[config.mk]
export PLATFORM = sky130hd
export DESIGN_NAME = servo_status_packet_checker_unit
export DESIGN_NICKNAME = d
export VERILOG_FILES = /design/src/rtl/core/spc_pkg.sv /design/src/rtl/core/spc_in_stage.sv /design/src/rtl/core/spc_step.sv /design/src/rtl/core/spc_out_stage.sv /design/src/rtl/core/servo_status_packet_checker_unit.sv
export SDC_FILE = /design/constraint.sdc
export NUM_CORES = 1
export LEC_CHECK = 0
export BUFFER_PORTS_ARGS = -buffer_cell sky130_fd_sc_hd__buf_2
export CORE_MARGIN = 4
export CORE_UTILIZATION = 50
export CTS_CLUSTER_DIAMETER = 40
export DETAILED_ROUTE_END_ITERATION = 8
export PLACE_DENSITY = 0.7
export SETUP_SLACK_MARGIN = 0.2
export SKIP_LAST_GASP = 1
export SLEW_MARGIN = 20
export SYNTH_ARGS = -nofsm -noshare
export SYNTH_HDL_FRONTEND = slang
export SYNTH_SLANG_ARGS = --single-unit
[constraint.sdc]
create_clock -name clk -period 3.35 [get_ports clk]
set_clock_uncertainty 0.05 [all_clocks]
set_input_delay 0.335 -clock clk [delete_from_list [all_inputs] [get_ports clk]]
set_output_delay 0.335 -clock clk [all_outputs]
set_load 0.1 [all_outputs]
[src/rtl/core/spc_pkg.sv]
// Shared types, constants and result builder for the servo status packet checker.
package spc_pkg;

  localparam logic [1:0] MODE_START  = 2'd0;
  localparam logic [1:0] MODE_BYTE   = 2'd1;
  localparam logic [1:0] MODE_TICK   = 2'd2;
  localparam logic [1:0] MODE_UNUSED = 2'd3;

  localparam logic [1:0] CFG_EXPECTED_ID     = 2'd0;
  localparam logic [1:0] CFG_EXPECTED_LENGTH = 2'd1;
  localparam logic [1:0] CFG_IDLE_LIMIT      = 2'd2;
  localparam logic [1:0] CFG_NONE            = 2'd3;

  localparam int unsigned CFG_DATA_W  = 16;
  localparam int unsigned IDLE_TICK_W = 17;

  localparam logic [7:0]  BROADCAST_ID     = 8'd254;
  localparam logic [7:0]  HEADER_BYTE      = 8'hFF;
  localparam logic [7:0]  CHECKSUM_GOOD    = 8'hFF;
  localparam logic [7:0]  LENGTH_UNBOUNDED = 8'd255;
  localparam logic [7:0]  HEADER_BYTES     = 8'd3;
  localparam logic [7:0]  LENGTH_OFFSET    = 8'd4;
  localparam logic [15:0] IDLE_LIMIT_RESET = 16'd3000;

  typedef struct packed {
    logic [1:0] mode;
    logic [7:0] data_byte;
  } spc_in_t;

  typedef struct packed {
    logic [7:0] received_count;
    logic       timeout_error;
    logic       header_error;
    logic       id_error;
    logic       length_error;
    logic       checksum_error;
  } spc_out_t;

  typedef struct packed {
    logic    valid;
    spc_in_t data;
  } spc_item_t;

  typedef struct packed {
    logic     valid;
    spc_out_t data;
  } spc_result_t;

  function automatic spc_out_t make_result(
    input logic [7:0] count,
    input logic       timed_out,
    input logic       header_bad,
    input logic       id_bad,
    input logic [7:0] length_field,
    input logic [7:0] running_sum,
    input logic [7:0] expected_id,
    input logic [7:0] expected_length
  );
    spc_out_t r;
    logic     checked;
    logic     full;
    checked = (expected_id != BROADCAST_ID);
    full    = checked && (count > HEADER_BYTES);
    r.received_count = count;
    r.timeout_error  = checked && timed_out && (expected_length != LENGTH_UNBOUNDED);
    r.header_error   = full && header_bad;
    r.id_error       = full && id_bad;
    r.length_error   = full && (length_field != (count - LENGTH_OFFSET));
    r.checksum_error = full && (running_sum != CHECKSUM_GOOD);
    return r;
  endfunction

endpackage

[src/rtl/core/spc_in_stage.sv]
// Input register stage: holds one request until the step logic takes it.
module spc_in_stage (
  input  logic               clk,
  input  logic               rst,
  input  logic               in_valid,
  output logic               in_stall,
  input  spc_pkg::spc_in_t   in_data,
  output spc_pkg::spc_item_t item,
  input  logic               take
);
  import spc_pkg::*;

  logic    valid_q;
  spc_in_t data_q;

  assign in_stall   = valid_q && !take;
  assign item.valid = valid_q;
  assign item.data  = data_q;

  always_ff @(posedge clk) begin
    if (rst) begin
      valid_q <= 1'b0;
    end else if (!in_stall) begin
      valid_q <= in_valid;
    end
  end

  always_ff @(posedge clk) begin
    if (in_valid && !in_stall) begin
      data_q <= in_data;
    end
  end

endmodule

[src/rtl/core/spc_step.sv]
// Configuration registers, reception state and the per-request update logic.
module spc_step (
  input  logic                  clk,
  input  logic                  rst,
  input  logic                  cfg_write_en,
  input  logic [1:0]            cfg_index,
  input  logic [15:0]           cfg_data,
  input  spc_pkg::spc_item_t    item,
  input  logic                  take,
  output spc_pkg::spc_result_t  result
);
  import spc_pkg::*;

  logic [7:0]             expected_id;
  logic [7:0]             expected_length;
  logic [15:0]            idle_limit;

  logic                   active;
  logic [7:0]             byte_count;
  logic [IDLE_TICK_W-1:0] idle_ticks;
  logic [7:0]             running_sum;
  logic                   header_bad;
  logic                   id_bad;
  logic [7:0]             length_field;

  logic                   active_next;
  logic [7:0]             byte_count_next;
  logic [IDLE_TICK_W-1:0] idle_ticks_next;
  logic [7:0]             running_sum_next;
  logic                   header_bad_next;
  logic                   id_bad_next;
  logic [7:0]             length_field_next;
  logic                   push;
  logic                   timed_out;
  logic                   fire;
  logic [7:0]             b;

  assign fire = item.valid && take;
  assign b    = item.data.data_byte;

  always_comb begin
    active_next       = active;
    byte_count_next   = byte_count;
    idle_ticks_next   = idle_ticks;
    running_sum_next  = running_sum;
    header_bad_next   = header_bad;
    id_bad_next       = id_bad;
    length_field_next = length_field;
    push              = 1'b0;
    timed_out         = 1'b0;
    if (fire) begin
      unique case (item.data.mode)
        MODE_START: begin
          byte_count_next   = '0;
          idle_ticks_next   = '0;
          running_sum_next  = '0;
          header_bad_next   = 1'b0;
          id_bad_next       = 1'b0;
          length_field_next = '0;
          if (expected_length == '0) begin
            push        = 1'b1;
            active_next = 1'b0;
          end else begin
            active_next = 1'b1;
          end
        end
        MODE_BYTE: begin
          if (active) begin
            if (byte_count < 8'd2) begin
              if (b != HEADER_BYTE) begin
                header_bad_next = 1'b1;
              end
            end else begin
              if (byte_count == 8'd2) begin
                id_bad_next = (b != expected_id);
              end else if (byte_count == HEADER_BYTES) begin
                length_field_next = b;
              end
              running_sum_next = running_sum + b;
            end
            byte_count_next = byte_count + 8'd1;
            idle_ticks_next = '0;
            if (byte_count_next >= expected_length) begin
              push        = 1'b1;
              active_next = 1'b0;
            end
          end
        end
        MODE_TICK: begin
          if (active) begin
            if (idle_ticks > {1'b0, idle_limit}) begin
              push        = 1'b1;
              timed_out   = 1'b1;
              active_next = 1'b0;
            end else begin
              idle_ticks_next = idle_ticks + IDLE_TICK_W'(1);
            end
          end
        end
        MODE_UNUSED: begin
        end
        default: begin
        end
      endcase
    end
    result.valid = push;
    result.data  = make_result(byte_count_next, timed_out, header_bad_next, id_bad_next,
                               length_field_next, running_sum_next, expected_id,
                               expected_length);
  end

  always_ff @(posedge clk) begin
    if (rst) begin
      expected_id     <= '0;
      expected_length <= '0;
      idle_limit      <= IDLE_LIMIT_RESET;
    end else if (cfg_write_en) begin
      unique case (cfg_index)
        CFG_EXPECTED_ID:     expected_id     <= cfg_data[7:0];
        CFG_EXPECTED_LENGTH: expected_length <= cfg_data[7:0];
        CFG_IDLE_LIMIT:      idle_limit      <= cfg_data[CFG_DATA_W-1:0];
        CFG_NONE: begin
        end
        default: begin
        end
      endcase
    end
  end

  always_ff @(posedge clk) begin
    if (rst) begin
      active       <= 1'b0;
      byte_count   <= '0;
      idle_ticks   <= '0;
      running_sum  <= '0;
      header_bad   <= 1'b0;
      id_bad       <= 1'b0;
      length_field <= '0;
    end else begin
      active       <= active_next;
      byte_count   <= byte_count_next;
      idle_ticks   <= idle_ticks_next;
      running_sum  <= running_sum_next;
      header_bad   <= header_bad_next;
      id_bad       <= id_bad_next;
      length_field <= length_field_next;
    end
  end

endmodule

[src/rtl/core/spc_out_stage.sv]
// Result register: holds a finished result until the receiver takes it.
module spc_out_stage (
  input  logic                 clk,
  input  logic                 rst,
  input  spc_pkg::spc_result_t result,
  output logic                 take,
  output logic                 out_valid,
  input  logic                 out_stall,
  output spc_pkg::spc_out_t    out_data
);
  import spc_pkg::*;

  logic     valid_q;
  spc_out_t data_q;

  assign take      = !valid_q || !out_stall;
  assign out_valid = valid_q;
  assign out_data  = data_q;

  always_ff @(posedge clk) begin
    if (rst) begin
      valid_q <= 1'b0;
    end else if (take) begin
      valid_q <= result.valid;
    end
  end

  always_ff @(posedge clk) begin
    if (take && result.valid) begin
      data_q <= result.data;
    end
  end

endmodule

[src/rtl/core/servo_status_packet_checker_unit.sv]
// Servo status packet checker, top level.
// Takes one request per cycle (start, received byte or idle tick) and returns at most one
// result per request. A request is registered in the input register on acceptance; the step logic
// then updates the reception state and loads any result into the output register at the same edge,
// which drives out_valid. Throughput is one request per cycle while out_stall is low.
// A stalled result holds the step logic; in_stall follows out_stall in the same cycle
// when both the input register and the output register are occupied. Configuration writes take
// effect at once; they must be made while no request is in flight, which the block itself
// does not enforce.
module servo_status_packet_checker_unit (
  input  logic              clk,
  input  logic              rst,
  input  logic              in_valid,
  output logic              in_stall,
  input  spc_pkg::spc_in_t  in_data,
  output logic              out_valid,
  input  logic              out_stall,
  output spc_pkg::spc_out_t out_data,
  input  logic              cfg_write_en,
  input  logic [1:0]        cfg_index,
  input  logic [15:0]       cfg_data
);
  import spc_pkg::*;

  spc_item_t   item;
  spc_result_t result;
  logic        take;

  spc_in_stage u_in (
    .clk      (clk),
    .rst      (rst),
    .in_valid (in_valid),
    .in_stall (in_stall),
    .in_data  (in_data),
    .item     (item),
    .take     (take)
  );

  spc_step u_step (
    .clk          (clk),
    .rst          (rst),
    .cfg_write_en (cfg_write_en),
    .cfg_index    (cfg_index),
    .cfg_data     (cfg_data),
    .item         (item),
    .take         (take),
    .result       (result)
  );

  spc_out_stage u_out (
    .clk       (clk),
    .rst       (rst),
    .result    (result),
    .take      (take),
    .out_valid (out_valid),
    .out_stall (out_stall),
    .out_data  (out_data)
  );

endmodule

==> out/qor.csv <==
stage,metric,value,unit
timing,fin_hold_ws,80.47,ps
pwr,p_clk_share,32.7,%
floorplan,pin_count,48,
layout,stdcell_area,5949,µm²
global_route,grt_start_max_net_pins,34,
clock_network,cts.sinks,101,
timing,finalWorstSetupSlack,288.3,ps
clock_network,postCtsHoldBufs,0,
timing,maxSlewHeadroom,43.51,%
pwr,pwr-share-seq,58.6,%
clock_network,htreeDepth,3,
logic_synthesis,yosys.area.top_type,dfxtp_1,
worst_setup_path,crit_type,flip-flop to flip-flop,
timing,setup_violations,0,
clock_network,postCtsSetupBuffers,0,
worst_setup_path,reg2reg_depth,11,
pwr,switchingPower,587.8,µW
placement,placed_area,5768,µm²
logic_synthesis,ys_seq_area_share,41.76,%
worst_setup_path,critPathRequiredTime,3410,ps
logic_synthesis,syn_area,5393,µm²
worst_setup_path,crit_chain,inv_1 > ha_2 > inv_1 > or3_1 > o21ai_0 > a21oi_1 > ha_1 > xnor2_1 > o21ai_0 > a2111oi_1 > a31oi_1,
detailed_routing,avgRoutedWirePerCell,15.53,µm
worst_setup_path,startpoint_type,flip-flop,
layout,multi_input_comb_area,2905,µm²
placement,io_buffers,47,
run_status,outcome,finished clean,
layout,regArea,2252,µm²
layout,final_cell_mix,"85 x nor2_1, 78 x dfxtp_1, 47 x buf_2, 46 x nand2_1, 41 x inv_1",
timing,slew_viol_final,0,
worst_setup_path,slowest_delay,430,ps
global_route,grt.total_usage,19.65,%
timing,max_slew.worst_pin.slew,847.3,ps
pwr,internal_power,1.618,mW
logic_synthesis,synth_cell_types,64,
logic_synthesis,synth_edf_count,23,
global_route,grt_pass1_wl,20040,µm
worst_hold_path,hold_path_class,input pin to flip-flop,
logic_synthesis,synth_nets,672,
worst_hold_path,holdPathStages,1,
logic_synthesis,async_flop_share,0,%
detailed_routing,via_per_inst,5.603,
pwr,swShare,26.65,%
floorplan,core,10420,µm²
floorplan,row_count,37,
floorplan,die-area,12510,µm²
logic_synthesis,ys_seq_elements,101,
layout,finalNetCount,718,
timing,period_share,91.39,%
worst_setup_path,crit_slowest_cell,edfxtp_1,
layout,drive_gt1_share,12.62,%
detailed_routing,drt_iter0_markers,254,
timing,fmax,0.3266,GHz
logic_synthesis,yosys.area.top_type_share,28.96,%
placement,place_hpwl,9344,µm
floorplan,die_w,111.9,µm
logic_synthesis,postSynthCellCount,599,
detailed_routing,wl,12210,µm
layout,final_common_cell,nor2_1,
clock_network,clock_latency,370,ps
job,maxCapViolCount,0,
logic_synthesis,synth_flop_cell,dfxtp_1,
global_route,grt_pass1_vias,4076,
timing,fin_tns_setup,0,ps
detailed_routing,vias,4404,
layout,num-fill-cells,932,
placement,pre_cts_slack,306.2,ps
timing,min_period,3062,ps
layout,synthToLayoutAreaGrowth,10.32,%
worst_setup_path,cp-end-kind,flip-flop,
logic_synthesis,netlist_top_cells_area,"dfxtp_1 29%, edfxtp_1 13%, ha_1 9.0%, nor2_1 5.9%, xor2_1 3.9%",
timing,rsz0062_at_grt,true,
pwr,irDropWorstVdd,0.2420,mV
logic_synthesis,yosys_warnings,0,
clock_network,cts_tree,done,
detailed_routing,route.detailed.drc,0,
floorplan,die_height,111.9,µm
pwr,p_comb_share,8.7,%
timing,hold_viol_final,0,
worst_setup_path,cp_data_arrival_time,3120,ps
clock_network,path_clk_slew,100,ps
layout,n_antenna_cell,0,
pwr,cellPowerDensity,370.8,nW/µm²
floorplan,start_util,51.77,%
detailed_routing,drtAntennaViolNets,0,
global_route,antenna_found_initial,0,
clock_network,clockBufferDepth,2,
placement,place_congestion,0.9104,
worst_setup_path,path_max_fanout,8,
pwr,p_leak,2.532,nW
clock_network,cts_root_buf,clkbuf_8,
clock_network,cts_made_buffers,9,
logic_synthesis,avgSynthCellArea,9.003,µm²
global_route,overflow,0,
detailed_routing,drtPass1Iterations,5,
[critical path: cells and delay by family (launching register included)]
| family | cells | cell delay (ps) |
|---|---|---|
| xor+xnor | 1 | 150 |
| buf+inv | 2 | 250 |
| compound gates | 5 | 930 |
| flops | 1 | 430 |
| fa+ha+maj | 2 | 620 |
| simple gates | 1 | 370 |
[power groups by stage]
stage / sequential, mW / combinational [mW] / clock [mW]
2_1_floorplan: 1.33 / 0.115 / 0
3_3_place_gp: 1.32 / 0.184 / 0
3_5_place_dp: 1.32 / 0.189 / 0
4_1_cts: 1.29 / 0.190 / 0.737
5_1_grt: 1.30 / 0.215 / 0.802
6_report: 1.29 / 0.191 / 0.722
[registers in the layout, indices dropped and copies added, names as in the netlist]
signal	cells
u_step.header_bad	1
u_step.running_sum	8
u_step.idle_ticks	17
u_in.item	10
u_step.idle_limit	16
u_step.id_bad	1
u_in.valid_q	1
u_step.expected_id	8
u_step.active	1
u_step.expected_length	8
u_step.length_field	8
u_out.out_valid	1
u_out.out_data	13
u_step.byte_count	8
[synth_stat cells (3+ instances only)]
library cell,count
and3_1,9
nor2b_1,13
o21ai_0,14
nand2_1,46
a31oi_1,5
o21bai_1,3
o211ai_1,3
buf_2,3
xor2_1,24
ha_1,39
a22o_1,3
dfxtp_1,78
or3_1,3
nor2_1,85
a22oi_1,6
clkbuf_1,14
a21o_1,8
xnor2_1,16
and2_1,5
mux2i_1,19
a21oi_1,33
nand3_1,22
edfxtp_1,23
nor3_1,10
nor4_1,5
nand4_1,14
inv_1,41
a211oi_1,3
a211o_1,7
[cells by family after synthesis]
family	after synthesis	synth area share [%]
compound gates	106	13.30
simple gates	232	21.04
mux	19	3.527
buf+inv	61	4.455
fa+ha+maj	40	9.420
flops	101	41.76
xor+xnor	40	6.496
[final cells by class]
class	count	share of cell area, %
clock buffers	9	2.082
clock inverters	7	0.8833
multi-input cells	437	48.83
well taps	136	2.860
inverters	42	2.650
flip-flops and latches	101	37.85
repair buffers	54	4.837
[worst paths after layout]
kind / end / slack, ps / startpoint
min reg2reg: u_step.idle_limit[14] / 410 / u_step.idle_limit[14]
min: u_in.item[3] / 80 / in_data[3]
max reg2reg: u_out.out_data[1] / 290 / u_in.item[9]
max: u_out.out_data[1] / 290 / u_in.item[9]
[metal layers]
metal | share of wire [%] | track usage, % | wire [µm] | vias to the layer above
li1 | - | - | - | 2198
met1 | 49 | 28.16 | 5928 | 2062
met2 | 44 | 30.06 | 5424 | 127
met3 | 5.3 | 4.076 | 646 | 17
met4 | 1.7 | 5.515 | 209 | 0
met5 | 0 | 0 | 0 | -
[stage by stage]
step | utilization [%] | cells | power (mW)
floorplan | - | 599 | 1.442
finish | 57.12 | 786 | 2.206
CTS | 57.07 | 786 | 2.219
global route | 57.12 | 786 | 2.312
global placement | 55.38 | 770 | 1.503
detailed placement | 55.38 | 770 | 1.509
[what timing repair did]
| item | 4_1_cts | 5_1_grt |
|---|---|---|
| resized for setup | 0 | 3 |
| hold endpoints to repair | 0 | 0 |
| endpoints found under the setup margin | 0 | 14 |
Power figures use the tool's default switching activity.
